File: config.mk
export PLATFORM = sky130hd
export DESIGN_NAME = bts_coord
export DESIGN_NICKNAME = d
export VERILOG_FILES = /design/src/sv/bts_pkg.sv /design/src/sv/bts_coord.sv
export SDC_FILE = /design/constraint.sdc
export NUM_CORES = 1
export LEC_CHECK = 0
export CAP_MARGIN = 20
export CORE_MARGIN = 2
export CORE_UTILIZATION = 60
export CTS_CLUSTER_SIZE = 24
export DETAILED_ROUTE_END_ITERATION = 10
export DONT_BUFFER_PORTS = 1
export GPL_ROUTABILITY_DRIVEN = 0
export GPL_TIMING_DRIVEN = 0
export PLACE_DENSITY_LB_ADDON = 0.25
export SYNTH_ARGS = -nofsm -noshare
export SYNTH_HDL_FRONTEND = slang
export SYNTH_SLANG_ARGS = --single-unit
File: constraint.sdc
create_clock -name clk -period 7.6 [get_ports clk]
set_input_delay 0.38 -clock clk [delete_from_list [all_inputs] [get_ports clk]]
set_output_delay 0.38 -clock clk [all_outputs]
set_load 0.02 [all_outputs]
File: src/sv/bts_pkg.sv
`timescale 1ns / 1ps
package bts_pkg;

	// defaults for the top-level parameters
	localparam int MAX_WIDTH_DEF       = 256;
	localparam int MAX_HEIGHT_DEF      = 256;
	localparam int CHANNEL_BITS_DEF    = 16;
	localparam int COORD_FRAC_BITS_DEF = 16;

	// fixed port widths
	localparam int CFG_DATA_W   = 9;
	localparam int POS_PORT_W   = 8;
	localparam int CHAN_PORT_W  = 16;
	localparam int COORD_PORT_W = 17;

	localparam int SIZE_RESET = 256;
	localparam int NUM_CH     = 3;

	// default bank geometry for the generic RAM
	localparam int RAM_WIDTH_DEF = NUM_CH * CHANNEL_BITS_DEF;
	localparam int RAM_DEPTH_DEF = ((MAX_WIDTH_DEF + 1) / 2) * ((MAX_HEIGHT_DEF + 1) / 2);

	typedef enum logic {
		REG_WIDTH_IN_USE,
		REG_HEIGHT_IN_USE
	} cfg_reg_t;

	typedef enum logic {
		FUNC_WRITE,
		FUNC_SAMPLE
	} func_t;

	// which parity bank holds the base tap, and whether the +1 neighbor folded back
	typedef struct packed {
		logic col_par;
		logic row_par;
		logic col_clamp;
		logic row_clamp;
	} tap_sel_t;

endpackage

File: src/sv/bts_coord.sv
`timescale 1ns / 1ps
module bts_coord #(
	parameter int MAX_WIDTH       = bts_pkg::MAX_WIDTH_DEF,
	parameter int MAX_HEIGHT      = bts_pkg::MAX_HEIGHT_DEF,
	parameter int COORD_FRAC_BITS = bts_pkg::COORD_FRAC_BITS_DEF,
	localparam int IX_W = $clog2(MAX_WIDTH),
	localparam int IY_W = $clog2(MAX_HEIGHT),
	localparam int F    = COORD_FRAC_BITS
) (
	input  logic                              clk,
	input  logic                              en,
	input  logic [bts_pkg::COORD_PORT_W-1:0]  u_coord,
	input  logic [bts_pkg::COORD_PORT_W-1:0]  v_coord,
	input  logic [IX_W-1:0]                   w_m1,
	input  logic [IY_W-1:0]                   h_m1,
	output logic [IX_W-1:0]                   i0,
	output logic [IX_W-1:0]                   i1,
	output logic [IY_W-1:0]                   j0,
	output logic [IY_W-1:0]                   j1,
	output logic [F-1:0]                      fu,
	output logic [F-1:0]                      fv,
	output bts_pkg::tap_sel_t                 sel
);

	localparam int DU_W = IX_W + F;
	localparam int DV_W = IY_W + F;
	localparam logic [bts_pkg::COORD_PORT_W-1:0] COORD_ONE =
		bts_pkg::COORD_PORT_W'(2 ** F);

	logic [bts_pkg::COORD_PORT_W-1:0] u_sat, v_sat;
	logic [F:0]                       cu, cv;
	logic [DU_W-1:0]                  du_s1;
	logic [DV_W-1:0]                  dv_s1;

	// saturate to 1.0, then scale by size-1
	assign u_sat = (u_coord > COORD_ONE) ? COORD_ONE : u_coord;
	assign v_sat = (v_coord > COORD_ONE) ? COORD_ONE : v_coord;
	assign cu    = u_sat[F:0];
	assign cv    = v_sat[F:0];

	always_ff @(posedge clk) begin
		if (en) begin
			du_s1 <= DU_W'(w_m1) * DU_W'(cu);
			dv_s1 <= DV_W'(h_m1) * DV_W'(cv);
		end
	end

	assign i0 = du_s1[F +: IX_W];
	assign j0 = dv_s1[F +: IY_W];
	assign fu = du_s1[F-1:0];
	assign fv = dv_s1[F-1:0];

	// right/bottom neighbor folds back onto the last column/row
	assign sel.col_clamp = (i0 == w_m1);
	assign sel.row_clamp = (j0 == h_m1);
	assign sel.col_par   = i0[0];
	assign sel.row_par   = j0[0];
	assign i1 = sel.col_clamp ? i0 : i0 + IX_W'(1);
	assign j1 = sel.row_clamp ? j0 : j0 + IY_W'(1);

endmodule

# == Word-level counts from Yosys, hierarchy flattened ==
# Index checks and enable logic that the tools add are counted.
# word_totals
ff_bits,48
out_inout_bits,68
wordCells,14
# classes
add_sub_neg,2
mul,2
order_cmp,2
n_eq_ne,2
mux,4
# op_table
operator,count
multiplier 8 x 17 -> 24 bit,2
greater-than comparator 17 bit (second input constant),2
2-to-1 mux 17 bit,2
adder 8 x 1 -> 8 bit (second input constant),2
== test 8 bit,2
2-to-1 mux 8 bit,2

# == Depth between registers and ports, before layout ==
# Gate-level depths: netlist (run 1).
# depth
word_depth,3
ltp_mapped,22

# == Worst setup path after synthesis (run 1) ==
# OpenSTA, ideal clock, no wires.
# synth_timing
path_type,input to register
start,input u_coord[12] (netlist bit)
end,register du_s1[20] (data pin)
setup_ps,259
arrival_time_ps,5190
required_ps,7341
slack_ps,2151
stages,20
n_path_buf,3
path_cell_list,clkbuf_2 nor4_1 a41oi_1 nor2b_1 buf_2 nand2_1 fa_1 inv_1 fa_1 fa_1 inv_1 fa_1 inv_1 ha_1 clkbuf_1 and3_1 nand3_1 o221ai_1 nor4b_1 a211o_1
# synth_between
elab_chain_cells,3
# synth_lines
item,line_no,source
from (decl),bts_coord.sv:12,"input logic [bts_pkg::COORD_PORT_W-1:0] u_coord,"
greater-than comparator 17 bit,bts_coord.sv:36,assign u_sat = (u_coord > COORD_ONE) ? COORD_ONE : u_coord;
2-to-1 mux 17 bit (*),bts_coord.sv:36,
multiplier 8 x 17 -> 24 bit (*),bts_coord.sv:43,du_s1 <= DU_W'(w_m1) * DU_W'(cu);
to (signal assigned),bts_coord.sv:43,
to (decl),bts_coord.sv:32,logic [DU_W-1:0] du_s1;
# Every way passes the cells marked *; elsewhere a longest branch is shown, timed or not.
# A chain may end at the register's enable or synchronous reset.

# == Worst setup path in the final report (run 1) ==
# layout_timing
start,input u_coord[12] (netlist bit)
end,register du_s1[23] (data pin)
# Same word-level chain as after synthesis.

==> results_dict.tcl, run 1 <==
set metrics [dict create \
    start_util 0.606 \
    endpoint_kind "flop" \
    netlist.area_leader.share 0.330 \
    drive_above_1_share 0.0230 \
    core_um2 17800 \
    antenna_found_initial 0 \
    path_cells "clkbuf_2 -> nor4_1 -> a41oi_1 -> nor2b_1 -> buf_2 -> and2_1 -> fa_1 -> fa_1 -> fa_1 -> inv_1 -> fa_1 -> inv_1 -> ha_1 -> clkbuf_1 -> and2_1 -> nand2_1 -> a211oi_1 -> o31a_1 -> mux2_2 -> o311ai_0" \
    cts_buffer_depth 2 \
    drtIter0Drc 384 \
    startpoint_type "input port" \
    antenna_left 0 \
    arrival_ps 6340 \
    placed_area_um2 11100 \
    synth_cell_type_count 56 \
    power_mw 2.34 \
    cts-root-buf "clkbuf_16" \
    nNetsFinal 1490 \
    cp_slowest_cell "fa_1" \
    post_drt_wl_per_cell_um 16.9 \
    grt_max_degree 49 \
    syn_nets 1483 \
    postSynth.asyncResetShare 0 \
    synth-edff-count 48 \
    syn_area_per_cell_um2 9.27 \
    synth_ff_type "edfxtp_1" \
    syn_to_final_growth_pct 3.97 \
    rsz0062_at_grt "no" \
    hold_class "in -> reg" \
    power.density_nw_per_um2 208 \
    drv_cap 0 \
    max_stage_delay_ps 520 \
    synth_top_area_cell "fa_1" \
    fp.dieW_um 138 \
    numCtsBuffers 5 \
    synthesis.area_um2 10800 \
    fin_crit_sh 0.823 \
    num_vias 7950 \
    hold_violations 0 \
    grt_pass1_vias 8272 \
    numPortBuffers 0 \
    leakage_nw 5.44 \
    drv_slew 0 \
    synth-seq-cells 48 \
    seq_area_um2 1440 \
    grt_overflow_total 0 \
    slew-limit-headroom 0.515 \
    cts_tree "built" \
    worstSetupPathType "in -> reg" \
    cts_setup_buffers 0 \
    cts_sinks 48 \
    fin_setup_tns_ps 0 \
    multi_input_area_um2 8450 \
    std_cell_rows 49 \
    max_freq_mhz 160 \
    dp_cells 1394 \
    grt_pass1_wl_um 40400 \
    ctsHoldBuffers 0 \
    grt_use_total 0.259 \
    fin_area_um2 11200 \
    fin_cells 1402 \
    drt_wl_total_um 23600 \
    die_y_um 138 \
    htreeDepth 2 \
    worst_pin_slew_ps 725 \
    synth_commonest_cells "and2_1, inv_1, fa_1, ha_1, nand2_1" \
    synth_area_leaders "fa_1, edfxtp_1, and2_1" \
    routed_via_density 5.67 \
    drc 0 \
    diodes 0 \
    ys_seq_area_frac 0.133 \
    setup_viol 0 \
    min_delay_path_depth 0 \
    dieArea_um2 19100 \
    cpMostUsedCell "fa_1" \
    ir_drop_v 0.000190 \
    status "finished, final reports clean" \
    hold_path_end "dv_s1[1]$_DFFE_PP_" \
    cts_resized 0 \
    hp-start "en" \
    io_pins 120 \
    cp.required_ps 7690 \
    hpwlAfterDp_um 19600 \
    yosys_warnings 0 \
    clk_pin_slew_ps 70 \
    period_needed_ps 6250 \
    synth_cells 1165 \
    firstDrtPassIters 5 \
    crit_fanout 10 \
    fill_cells 1533 \
    synth.most_common_cell "and2_1" \
]
==> worst max path at each step <==
stage               slack (ps)                  end   startpoint  depth (start not counted)
finish                    1350  du_s1[23]$_DFFE_PP_  u_coord[12]                         20
global route               930  du_s1[23]$_DFFE_PP_  u_coord[12]                         20
CTS                       1400  dv_s1[20]$_DFFE_PP_  v_coord[14]                         20
detailed placement        1100  dv_s1[20]$_DFFE_PP_   v_coord[0]                         19
global placement          1170  dv_s1[20]$_DFFE_PP_   v_coord[0]                         19
floorplan                 2150  du_s1[20]$_DFFE_PP_  u_coord[12]                         20
==> worst max-delay path, delay by kind of cell <==
| kind | cells | cell delay (ps) |
|---|---|---|
| buf+inv | 5 | 850 |
| compound gates | 4 | 1220 |
| fa+ha+maj | 5 | 2200 |
| mux | 1 | 330 |
| simple gates | 5 | 1340 |
==> routing by layer <==
metal	GRT usage	wire [um]
met1	0.366	10700
met4	0.0564	471
met5	0	0
met3	0.0398	1140
met2	0.429	11300
==> area by class of cell <==
class / instances / area share
clock buffer: 5 / 0.0111
buffer: 27 / 0.0108
tap: 229 / 0.0255
multi-input combinational: 879 / 0.752
inverter: 211 / 0.0705
clock inverter: 3 / 0.00156
sequential: 48 / 0.128
==> registers in the layout (all words and copies together) (netlist names) <==
register and count:
dv_s1 24, du_s1 24
==> stage by stage <==
stage	utilization	setup slack (ps)	hold WS [ps]
after floorplan	-	2150	492
after global placement	0.622	1170	497
after detailed placement	0.622	1100	497
after CTS	0.630	1400	189
after global routing	0.630	934	177
final	0.630	1350	190
==> report_power, final <==
| group | leakage, nW | internal [mW] | total, mW | switching (mW) |
|---|---|---|---|---|
| Clock | 0.0716 | 0.122 | 0.228 | 0.107 |
| Combinational | 4.90 | 0.570 | 1.41 | 0.838 |
| Sequential | 0.468 | 0.454 | 0.703 | 0.249 |
| Total | 5.44 | 1.15 | 2.34 | 1.19 |
==> logic make-up after synthesis <==
kind of cell,count (synthesis),share of synthesized area
AOI/OAI and AO/OA,119,0.0734
xor gates and xnor gates,64,0.0519
adders and majority gates,266,0.432
buffers and inverters,238,0.0845
DFF,48,0.133
muxes,4,0.00394
and+or+nand+nor,426,0.221
==> cell usage in the layout, fill, tap and decap left out, types with 24 or more instances in the layout <==
master and instances:
a21oi_1 30, and2_1 228, edfxtp_1 48, fa_1 178, ha_1 88, inv_1 211, nand2_1 80, nor2_1 33
nor2b_1 25, o21ai_0 24, xnor2_1 38, xor2_1 26
Note: power is estimated with default switching activity, not from simulation.
==> inputs of run 2 (changes only) <==
Settings changed: ABC_AREA set to 1.
Clock period 7.6 ns to 5.8 ns, I/O delays scaled along.
==> run 2 against run 1 <==
Compared with the run above: die area grew 3.6%; utilization grew 1.1 points; global-route usage grew 4.8 points; cell count grew 27%; wire length grew 23%; clock-buffer cell count grew 1; critical endpoint is now dv_s1[17]$_DFFE_PP_; highest routed layer unchanged.
==> results_dict.tcl, run 2 <==
set metrics [dict create \
    status "finished, final reports clean" \
    top_regs "du_s1: 24 flops, dv_s1: 24 flops" \
    clk_pin_slew_ps 60 \
    fin_setup_tns_ps 0 \
    yosys_warnings 0 \
    htreeDepth 2 \
    drv_cap 0 \
    io_pins 120 \
    hold_violations 0 \
    drive_above_1_share 0.0201 \
    cts_resized 0 \
    grt_use_total 0.307 \
    period_needed_ps 4830 \
    cts_tree "built" \
    die_y_um 141 \
    rsz0062_at_grt "no" \
    start_util 0.617 \
    cts-root-buf "clkbuf_16" \
    post_drt_wl_per_cell_um 16.3 \
    firstDrtPassIters 5 \
    drv_slew 0 \
    ctsHoldBuffers 0 \
    num_vias 9830 \
    crit_fanout 10 \
    synth_cell_type_count 25 \
    fp.dieW_um 141 \
    syn_to_final_growth_pct 3.75 \
    grt_pass1_vias 10100 \
    synthesis.area_um2 11200 \
    postSynth.asyncResetShare 0 \
    synth_top_area_cell "fa_1" \
    fill_cells 1638 \
    drtIter0Drc 648 \
    netlist.area_leader.share 0.318 \
    drc 0 \
    drt_wl_total_um 29000 \
    numPortBuffers 0 \
    cts_buffer_depth 2 \
    hp-start "en" \
    ys_seq_area_frac 0.129 \
    layout_common_cells "inv_1, nand2_1, nor2_1" \
    synth_ff_type "edfxtp_1" \
    core_um2 18100 \
    std_cell_rows 49 \
    slew-limit-headroom 0.541 \
    setup_viol 0 \
    cp.required_ps 5860 \
    grt_use_met2 0.535 \
    ir_drop_v 0.000302 \
    startpoint_type "input port" \
    use_met1 0.358 \
    syn_nets 1857 \
    routed_via_density 5.54 \
    antenna_found_initial 0 \
    use_met3 0.0510 \
    endpoint_kind "flop" \
    leakage_nw 6.54 \
    synth-edff-count 48 \
    hold_path_end "dv_s1[2]$_DFFE_PP_" \
    cts_setup_buffers 0 \
    grt_max_degree 49 \
    antenna_left 0 \
    post-route-util 0.641 \
    nNetsFinal 1864 \
    synth_cells 1539 \
    grt_pass1_wl_um 47900 \
    mostFrequentLayoutCell "inv_1" \
    cts_sinks 48 \
    fin_crit_sh 0.833 \
    synth.most_common_cell "inv_1" \
    seq_area_um2 1440 \
    hpwlAfterDp_um 24400 \
    synth_commonest_cells "inv_1, nand2_1, nor2_1, fa_1, ha_1" \
    grt_overflow_total 0 \
    multi_input_area_um2 8310 \
    max_freq_mhz 207 \
    worstSetupPathType "in -> reg" \
    synth_area_leaders "fa_1, edfxtp_1, inv_1" \
    syn_area_per_cell_um2 7.28 \
    diodes 0 \
    numCtsBuffers 5 \
    min_delay_path_depth 0 \
    worst_pin_slew_ps 681 \
    power.density_nw_per_um2 278 \
    dieArea_um2 19800 \
    grt.busiest_layer "met2" \
    hold_class "in -> reg" \
    synth-seq-cells 48 \
    arrival_ps 4890 \
]
-- run 2: cell count changes after synthesis, moves of 10 or more --
cell     previous run  this run
nand2_1            80       344
nor2_1             33       284
and2_1            228         4
inv_1             211       346
nand3_1            11        87
xnor2_1            38         5
nor2b_1            25         0
a21o_1             13         0
nor3_1              6        17
nor4_1             11         1
-- run 2: critical path: stages --
cell	delay (ps)
clkbuf_1	350
nand2_1	170
buf_2	210
nand2_1	290
nor2_1	110
fa_1	530
fa_1	520
fa_1	500
inv_1	50
fa_1	550
inv_1	60
ha_1	370
nand2_1	110
inv_1	80
nand3_1	140
nor3_1	160
o21ai_0	200
nand3_1	120
nand2_1	60
-- run 2: where the power goes --
group          switching, mW  internal, mW  leakage (nW)  total, mW
Sequential             0.274         0.585         0.467      0.859
Clock                  0.128         0.157        0.0667      0.285
Combinational           1.37         0.717          6.01       2.09
-- run 2: layer usage --
layer	wire, um	share of wire
met5	0	0
met3	2300	0.079
met1	10500	0.36
met2	14300	0.49
met4	1880	0.065
-- run 2: cell type report --
cell class | count | share of cell area
multi-input cells | 1113 | 0.715
well taps | 229 | 0.0247
flip-flops and latches | 48 | 0.124
plain buffers | 32 | 0.0135
clock buffers | 6 | 0.0111
clock inverters | 1 | 0.000431
inverters | 346 | 0.112
-- run 2: kinds of logic after synthesis --
family / share of synthesized area
simple gates: 0.275
compound gates: 0.0237
buf+inv: 0.130
flops: 0.129
fa+ha+maj: 0.416
xor+xnor: 0.0266
-- run 2: how the worst max path moves through the flow --
| stage | start | endpoint | slack, ps | cells past startpoint |
|---|---|---|---|---|
| after global placement | v_coord[16] | dv_s1[20]$_DFFE_PP_ | 810 | 20 |
| after detailed placement | v_coord[16] | dv_s1[21]$_DFFE_PP_ | 730 | 20 |
| after global routing | v_coord[8] | dv_s1[21]$_DFFE_PP_ | 690 | 23 |
| after floorplan | u_coord[12] | du_s1[19]$_DFFE_PP_ | 1340 | 23 |
| final | v_coord[16] | dv_s1[17]$_DFFE_PP_ | 970 | 19 |
| after CTS | v_coord[16] | dv_s1[21]$_DFFE_PP_ | 1030 | 20 |
-- run 2: per-stage QoR --
step	std cells	setup slack [ps]	hold slack, ps	area [um2]	power [mW]
after floorplan	1539	1340	402	11200	2.39
after global placement	1768	807	409	11500	2.88
after detailed placement	1768	732	417	11500	2.92
after CTS	1775	1030	103	11600	3.24
after global routing	1775	691	102	11600	3.54
final	1775	967	116	11600	3.23
